## config.mk

```make
export PLATFORM = sky130hd
export DESIGN_NAME = addressable_led_chain_driver_core
export DESIGN_NICKNAME = d
export VERILOG_FILES = /design/src/rtl/aled_pkg.sv /design/src/rtl/aled_ram.sv /design/src/rtl/addressable_led_chain_driver_core.sv
export SDC_FILE = /design/constraint.sdc
export NUM_CORES = 2
export LEC_CHECK = 0
export ABC_AREA = 1
export BUFFER_PORTS_ARGS = -buffer_cell sky130_fd_sc_hd__buf_2
export CORE_AREA = 4 4 333 498
export DETAILED_ROUTE_END_ITERATION = 8
export DIE_AREA = 0 0 337 502
export PLACE_DENSITY_LB_ADDON = 0.25
export SYNTH_ARGS = -nofsm -noshare
export SYNTH_HDL_FRONTEND = slang
export SYNTH_SLANG_ARGS = --single-unit
```

## constraint.sdc

```tcl
create_clock -name i_clk -period 3.6 [get_ports i_clk]
set_clock_uncertainty 0.1 [all_clocks]
set_input_delay 0.36 -clock i_clk [delete_from_list [all_inputs] [get_ports i_clk]]
set_output_delay 0.36 -clock i_clk [all_outputs]
set_load 0.01 [all_outputs]
```

## src/rtl/aled_pkg.sv

```systemverilog
// ----------------------------------------------------------------------------
// aled_pkg
// Types and constants of the addressable LED chain driver.
// ----------------------------------------------------------------------------
package aled_pkg;

    localparam int LED_COUNT_DEF = 64;
    localparam int BITS_PER_LED  = 24;

    localparam logic [7:0] ONE_HIGH_RST    = 8'd58;
    localparam logic [7:0] ZERO_HIGH_RST   = 8'd29;
    localparam logic [7:0] SLOT_TICKS_RST  = 8'd90;
    localparam logic [7:0] RESET_SLOTS_RST = 8'd50;

    // operation codes
    localparam logic [1:0] OP_SET_COLOR = 2'd0;
    localparam logic [1:0] OP_START     = 2'd1;
    localparam logic [1:0] OP_TICK      = 2'd2;

    // configuration register indexes
    localparam logic [1:0] CFG_ONE_HIGH    = 2'd0;
    localparam logic [1:0] CFG_ZERO_HIGH   = 2'd1;
    localparam logic [1:0] CFG_SLOT_TICKS  = 2'd2;
    localparam logic [1:0] CFG_RESET_SLOTS = 2'd3;

    typedef struct packed {
        logic [1:0] operation;
        logic [7:0] pixel_index;
        logic [7:0] red;
        logic [7:0] green;
        logic [7:0] blue;
    } t_in_item;

    typedef struct packed {
        logic line_level;
        logic busy_res;
        logic frame_done;
        logic rejected;
    } t_out_item;

endpackage

```

## src/rtl/aled_ram.sv

```systemverilog
// ----------------------------------------------------------------------------
// aled_ram
// Generic single-write, single-read RAM with registered read data.
// ----------------------------------------------------------------------------
module aled_ram #(
    parameter int WIDTH = 24,
    parameter int DEPTH = 64,
    parameter int ADDR_W = (DEPTH > 1) ? $clog2(DEPTH) : 1
) (
    input  logic              i_clk,
    input  logic              i_we,
    input  logic [ADDR_W-1:0] i_waddr,
    input  logic [WIDTH-1:0]  i_wdata,
    input  logic [ADDR_W-1:0] i_raddr,
    output logic [WIDTH-1:0]  o_rdata
);

    logic [WIDTH-1:0] r_mem [DEPTH];
    logic [WIDTH-1:0] r_rdata;

    always_ff @(posedge i_clk) begin
        if (i_we) begin
            r_mem[i_waddr] <= i_wdata;
        end
        r_rdata <= r_mem[i_raddr];
    end

    assign o_rdata = r_rdata;

endmodule

```

## src/rtl/addressable_led_chain_driver_core.sv

```systemverilog
// ----------------------------------------------------------------------------
// addressable_led_chain_driver_core: result in the cycle after each transfer in.
// Throughput one item per cycle while the input is not stalled; pixel store is
// one RAM, one write, one read. Reset clears every pixel, input stalled meanwhile.
// ----------------------------------------------------------------------------
module addressable_led_chain_driver_core #(
    parameter int LED_COUNT = aled_pkg::LED_COUNT_DEF
) (
    input  logic                i_clk,
    input  logic                i_rst_n,
    // item input
    input  logic                i_in_valid,
    output logic                o_in_stall,
    input  aled_pkg::t_in_item  i_in_data,
    // result output
    output logic                o_out_valid,
    input  logic                i_out_stall,
    output aled_pkg::t_out_item o_out_data,
    // configuration writes
    input  logic                i_cfg_valid,
    output logic                o_cfg_ready,
    input  logic [1:0]          i_cfg_index,
    input  logic [7:0]          i_cfg_data
);

    localparam int IDX_W  = (LED_COUNT > 1) ? $clog2(LED_COUNT) : 1;
    localparam int PIX_W  = aled_pkg::BITS_PER_LED;
    localparam int BIT_W  = $clog2(aled_pkg::BITS_PER_LED);

    typedef enum logic [1:0] {
        PH_IDLE,
        PH_DATA,
        PH_GAP
    } t_phase;

    t_phase r_phase, n_phase;
    logic [IDX_W-1:0] r_led, n_led;
    logic [BIT_W-1:0] r_bit, n_bit;
    logic [7:0]       r_tick, n_tick;
    logic [7:0]       r_gap, n_gap;
    logic [PIX_W-1:0] r_cur_bits;
    logic             r_load, n_load;
    logic             r_clr, n_clr;
    logic [IDX_W-1:0] r_clr_addr, n_clr_addr;

    logic [7:0] r_one_high, r_zero_high, r_slot_ticks, r_reset_slots;

    logic                r_out_valid, n_out_valid;
    aled_pkg::t_out_item r_out_data, n_out_data;

    logic             w_accept;
    logic             w_was_busy;
    logic [7:0]       w_slot_len;
    logic [7:0]       w_tick_inc;
    logic [7:0]       w_gap_inc;
    logic             w_slot_end;
    logic [BIT_W-1:0] w_bit_sel;
    logic [PIX_W-1:0] w_bits;
    logic             w_cur_bit;
    logic [7:0]       w_high;
    logic [IDX_W:0]   w_led_next;
    logic [IDX_W+7:0] w_pix_wide;

    logic             w_we;
    logic [IDX_W-1:0] w_waddr;
    logic [PIX_W-1:0] w_wdata;
    logic [IDX_W-1:0] w_raddr;
    logic [PIX_W-1:0] w_rdata;

    aled_ram #(
        .WIDTH (PIX_W),
        .DEPTH (LED_COUNT),
        .ADDR_W(IDX_W)
    ) u_pixels (
        .i_clk  (i_clk),
        .i_we   (w_we),
        .i_waddr(w_waddr),
        .i_wdata(w_wdata),
        .i_raddr(w_raddr),
        .o_rdata(w_rdata)
    );

    assign o_in_stall  = r_clr | (r_out_valid & i_out_stall);
    assign w_accept    = i_in_valid & ~o_in_stall;
    assign o_cfg_ready = 1'b1;
    assign o_out_valid = r_out_valid;
    assign o_out_data  = r_out_data;

    // fetched pixel lands in the cycle after the read was issued
    assign w_bits = r_load ? w_rdata : r_cur_bits;

    always_comb begin
        n_phase     = r_phase;
        n_led       = r_led;
        n_bit       = r_bit;
        n_tick      = r_tick;
        n_gap       = r_gap;
        n_load      = 1'b0;
        n_clr       = r_clr;
        n_clr_addr  = r_clr_addr;
        n_out_valid = r_out_valid & i_out_stall;
        n_out_data  = r_out_data;

        w_was_busy = (r_phase != PH_IDLE);
        w_slot_len = (r_slot_ticks == 8'd0) ? 8'd1 : r_slot_ticks;
        w_tick_inc = r_tick + 8'd1;
        w_gap_inc  = r_gap + 8'd1;
        w_slot_end = (w_tick_inc >= w_slot_len);
        w_bit_sel  = BIT_W'(aled_pkg::BITS_PER_LED - 1) - r_bit;
        w_cur_bit  = w_bits[w_bit_sel];
        w_high     = w_cur_bit ? r_one_high : r_zero_high;
        w_led_next = {1'b0, r_led} + (IDX_W+1)'(1);
        w_pix_wide = {{IDX_W{1'b0}}, i_in_data.pixel_index};

        w_we    = 1'b0;
        w_waddr = w_pix_wide[IDX_W-1:0];
        w_wdata = {i_in_data.green, i_in_data.red, i_in_data.blue};
        w_raddr = w_led_next[IDX_W-1:0];

        if (r_clr) begin
            w_we    = 1'b1;
            w_waddr = r_clr_addr;
            w_wdata = '0;
            n_clr_addr = r_clr_addr + IDX_W'(1);
            if (r_clr_addr == IDX_W'(LED_COUNT - 1)) begin
                n_clr = 1'b0;
            end
        end

        if (w_accept) begin
            n_out_valid           = 1'b1;
            n_out_data            = '0;
            n_out_data.busy_res   = w_was_busy;
            case (i_in_data.operation)
                aled_pkg::OP_SET_COLOR: begin
                    if (w_was_busy) begin
                        n_out_data.rejected = 1'b1;
                    end else if (32'(i_in_data.pixel_index) < 32'(LED_COUNT)) begin
                        w_we = 1'b1;
                    end
                end
                aled_pkg::OP_START: begin
                    if (w_was_busy) begin
                        n_out_data.rejected = 1'b1;
                    end else begin
                        n_phase  = PH_DATA;
                        n_led    = '0;
                        n_bit    = '0;
                        n_tick   = '0;
                        n_gap    = '0;
                        w_raddr  = '0;
                        n_load   = 1'b1;
                        n_out_data.busy_res = 1'b1;
                    end
                end
                aled_pkg::OP_TICK: begin
                    if (r_phase == PH_DATA) begin
                        n_out_data.line_level = (r_tick < w_high);
                        if (w_slot_end) begin
                            n_tick = '0;
                            if (r_bit == BIT_W'(aled_pkg::BITS_PER_LED - 1)) begin
                                n_bit = '0;
                                if (w_led_next == (IDX_W+1)'(LED_COUNT)) begin
                                    n_led = '0;
                                    n_gap = '0;
                                    if (r_reset_slots == 8'd0) begin
                                        n_phase = PH_IDLE;
                                        n_out_data.frame_done = 1'b1;
                                    end else begin
                                        n_phase = PH_GAP;
                                    end
                                end else begin
                                    // next pixel is read now, used from the next tick
                                    n_led  = w_led_next[IDX_W-1:0];
                                    n_load = 1'b1;
                                end
                            end else begin
                                n_bit = r_bit + BIT_W'(1);
                            end
                        end else begin
                            n_tick = w_tick_inc;
                        end
                    end else if (r_phase == PH_GAP) begin
                        if (w_slot_end) begin
                            n_tick = '0;
                            if (w_gap_inc >= r_reset_slots) begin
                                n_gap   = '0;
                                n_phase = PH_IDLE;
                                n_out_data.frame_done = 1'b1;
                            end else begin
                                n_gap = w_gap_inc;
                            end
                        end else begin
                            n_tick = w_tick_inc;
                        end
                    end
                end
                default: begin
                end
            endcase
        end
    end

    always_ff @(posedge i_clk) begin
        if (!i_rst_n) begin
            r_phase       <= PH_IDLE;
            r_led         <= '0;
            r_bit         <= '0;
            r_tick        <= '0;
            r_gap         <= '0;
            r_load        <= 1'b0;
            r_clr         <= 1'b1;
            r_clr_addr    <= '0;
            r_out_valid   <= 1'b0;
            r_one_high    <= aled_pkg::ONE_HIGH_RST;
            r_zero_high   <= aled_pkg::ZERO_HIGH_RST;
            r_slot_ticks  <= aled_pkg::SLOT_TICKS_RST;
            r_reset_slots <= aled_pkg::RESET_SLOTS_RST;
        end else begin
            r_phase     <= n_phase;
            r_led       <= n_led;
            r_bit       <= n_bit;
            r_tick      <= n_tick;
            r_gap       <= n_gap;
            r_load      <= n_load;
            r_clr       <= n_clr;
            r_clr_addr  <= n_clr_addr;
            r_out_valid <= n_out_valid;
            if (i_cfg_valid) begin
                case (i_cfg_index)
                    aled_pkg::CFG_ONE_HIGH:    r_one_high    <= i_cfg_data;
                    aled_pkg::CFG_ZERO_HIGH:   r_zero_high   <= i_cfg_data;
                    aled_pkg::CFG_SLOT_TICKS:  r_slot_ticks  <= i_cfg_data;
                    aled_pkg::CFG_RESET_SLOTS: r_reset_slots <= i_cfg_data;
                    default: begin
                    end
                endcase
            end
        end
        r_cur_bits <= w_bits;
        r_out_data <= n_out_data;
    end

endmodule

```

==> results_dict.tcl <==
set metrics [dict create \
    status "complete, no violations" \
    layout-drive-gt1-share_pct 17.01 \
    final-setup-viol-count 0 \
    holdPathStages 4 \
    tns_ns 0 \
    synth-edff-count 1540 \
    synth_flop_cell "edfxtp_1" \
    period_needed_ns 3.494 \
    synth_compound_area_share_pct 10.32 \
    synthToLayoutAreaGrowth_pct 15.28 \
    cts_sinks 1658 \
    route.detailed.drc 0 \
    synth_cell_types 46 \
    drt_pre_antenna_iters 7 \
    fin_crit_sh_pct 97.07 \
    ys_warn_count 0 \
    vias 43189 \
    fin_nets 5296 \
    fillers 13976 \
    drv_slew 0 \
    drt-total-wl_um 198500 \
    num_rows 181 \
    cts_tree "built" \
    grt_max_degree 92 \
    antenna_left 0 \
    worst_pin_slew_ns 1.129 \
    ys_top_cells_by_area "edfxtp_1 69%, o211ai_1 4.9%, nor2_1 4.7%" \
    synth_nets 5136 \
    hpwl_um 119100 \
    r2r_start "r_phase[0]" \
    finalHoldViolCount 0 \
    comb_power_share_pct 1.2 \
    arrival_ns 4.08 \
    p_per_area_nw_per_um2 481.8 \
    ys_ff_latch 1658 \
    cp.required_ns 4.18 \
    holdPathEnd "u_pixels.r_mem[41][11]" \
    p_sw_mw 7.538 \
    overflow 0 \
    synth_top_family_by_area "simple AND/OR/NAND/NOR gates" \
    internal_power_mw 29.92 \
    drv_cap 0 \
    syn_avg_cell_area_um2 13.35 \
    viasPerCell 5.805 \
    crit_fanout 62 \
    start_util_pct 41.70 \
    synthSimpleGateAreaFrac_pct 13.33 \
    numCtsBuffers 153 \
    antenna_found_initial 4 \
    gp_congestion 0.8517 \
    netlist_instances 5052 \
    worstSetupEndpointType "flop" \
    numPortBuffers 54 \
    synthAdderAreaFrac_pct 0.6495 \
    max_slew_margin_pct 24.72 \
    drtIter0Drc 3967 \
    path_class "flop to flop" \
    fin_hold_ws_ns 0.09078 \
    grt_usage_pct 23.14 \
    die_y_um 502 \
    reg2reg_slack_ns 0.11 \
    worstReg2RegEnd "u_pixels.o_rdata[16]" \
    fp.dieW_um 337 \
    min_from "i_in_data[19]" \
    max_freq_mhz 286.2 \
    core_um2 161700 \
    rsz0062_at_grt "no" \
    first_global_vias 43025 \
    yosysTopAreaCell "edfxtp_1" \
    num_io_pins 56 \
    clock_power_share_pct 43.0 \
    r2r_cells 16 \
    syn_area_um2 67430 \
    p_seq_share_pct 55.8 \
    synth_xor_area_share_pct 0.1689 \
    synth_mux_area_share_pct 0.1039 \
    cp-start-kind "flop" \
    total_power_mw 37.45 \
    clock_latency_ns 0.79 \
    clkTransAtPathRegs_ns 0.06 \
    min_path_type "input port to flop" \
    wl_per_cell_um 26.68 \
    synth_top_cell_area_share_pct 68.58 \
    grt_pass1_wl_um 288100 \
    dieArea_um2 169200 \
    ys_seq_area_share_pct 72.09 \
    root_buffer "clkbuf_16" \
    ir_drop_uv 359.1 \
    leakage_nw 25.98 \
    async_flop_share_pct 0 \
    p_sw_share_pct 20.13 \
    htreeDepth 4 \
    cts_buffer_depth 3 \
]
[worst max-delay path: stages, from the launching register on]
cell,delay (ns)
dfxtp_1,0.36
inv_1,0.07
ha_1,0.24
nand2_1,0.09
inv_1,0.07
nand2_4,0.16
nand2_8,0.17
buf_16,0.25
buf_16,0.25
buf_4,0.19
or2_0,0.20
o211ai_1,0.09
o311ai_1,0.13
nand3_1,0.14
nand3_1,0.50
nand3_1,0.24
nand2_1,0.06
[cell usage after synthesis, drive strengths merged (12+ instances only)]
cell / count
clkbuf: 163
nand3: 435
dfxtp: 118
nor3: 13
nor2: 841
o21ai: 48
xor2: 12
a21oi: 53
o311ai: 336
ha: 35
edfxtp: 1540
o211ai: 438
buf: 188
or2: 434
inv: 148
nand2: 192
[kinds of logic after synthesis]
kind of cell               count (synthesis)
and+or+nand+nor                         1931
adders and majority gates                 35
xor gates and xnor gates                  13
buffers and inverters                    502
muxes                                      7
other                                      1
DFF                                     1658
AOI/OAI and AO/OA                        905
[registers in the layout, summed over array words and instances, names as in the netlist]
register          cells
r_led                 6
r_phase               2
r_zero_high           8
o_out_data            4
r_clr_addr            6
r_bit                 5
r_tick                8
r_reset_slots         8
r_clr                 1
u_pixels.r_mem     1536
r_gap                 8
r_load                1
r_slot_ticks          8
r_one_high            8
u_pixels.o_rdata     24
o_out_valid           1
r_cur_bits           24
[repair_timing]
item,4_1_cts,5_1_grt
gates resized for setup,2,10
setup endpoints to repair,2,7
cloned,0,0
hold buffers,33,0
setup buffers,0,0
pin swaps,0,1
endpoints found under the hold margin,155,0
[routing by layer]
metal	track usage [%]	routed length, um	share of wire [%]	vias up
met5	0	0	0	-
met4	12.46	11910	6.0	0
met3	2.579	9736	4.9	366
met2	40.29	99190	50	1393
met1	28.22	77660	39	22072
li1	-	-	-	19358
[power by group through the flow]
stage               Sequential [mW]  Combinational (mW)  Clock, mW
global route                   20.9               0.476       17.1
floorplan                      21.3               0.200          0
detailed placement             21.3               0.415          0
finish                         20.9               0.439       16.1
global placement               21.3               0.413          0
CTS                            20.9               0.442       16.4
[placed cells by master, fill, tap and decap left out, types with 156 or more instances in the layout]
master,instances
or2_2,253
nand2_1,188
edfxtp_1,1540
o311ai_1,197
nand3_1,428
nor2_1,747
clkbuf_16,156
or2_0,159
o211ai_1,438
buf_4,161
[how the worst max path moves through the flow]
stage / from / to / slack (ns) / depth (start not counted)
4_1_cts: r_phase[0] / u_pixels.o_rdata[2] / 0.03 / 15
2_1_floorplan: i_out_stall / u_pixels.r_mem[49][0] / 0.44 / 8
5_1_grt: r_phase[0] / u_pixels.o_rdata[3] / 0.007 / 16
3_3_place_gp: i_in_data[33] / u_pixels.o_rdata[7] / -0.16 / 16
6_report: r_phase[0] / u_pixels.o_rdata[16] / 0.11 / 16
3_5_place_dp: i_in_data[33] / u_pixels.o_rdata[7] / -0.10 / 16
[cell type report]
cell class / count / area [um^2] / share of cell area, %
Timing Repair Buffer: 356 / 3994 / 5.138
Sequential cell: 1658 / 48610 / 62.53
Clock buffer: 199 / 4115 / 5.294
Tap cell: 2104 / 2633 / 3.387
Inverter: 151 / 594.3 / 0.7646
Multi-Input combinational cell: 2892 / 17000 / 21.87
Clock inverter: 77 / 780.7 / 1.004
Antenna cell: 3 / 7.507 / 0.009658
[per-stage QoR]
step | util [%] | worst slack (ns) | instance area, um^2 | std cells
after floorplan | - | 0.4360 | 67430 | 5052
after global placement | 44.80 | -0.1566 | 72440 | 7128
after detailed placement | 44.80 | -0.1033 | 72440 | 7128
after CTS | 48.03 | 0.03279 | 77670 | 7437
after global routing | 48.07 | 0.007392 | 77720 | 7438
final | 48.07 | 0.1056 | 77730 | 7440
No activity file was read; power rests on OpenSTA's default activity.
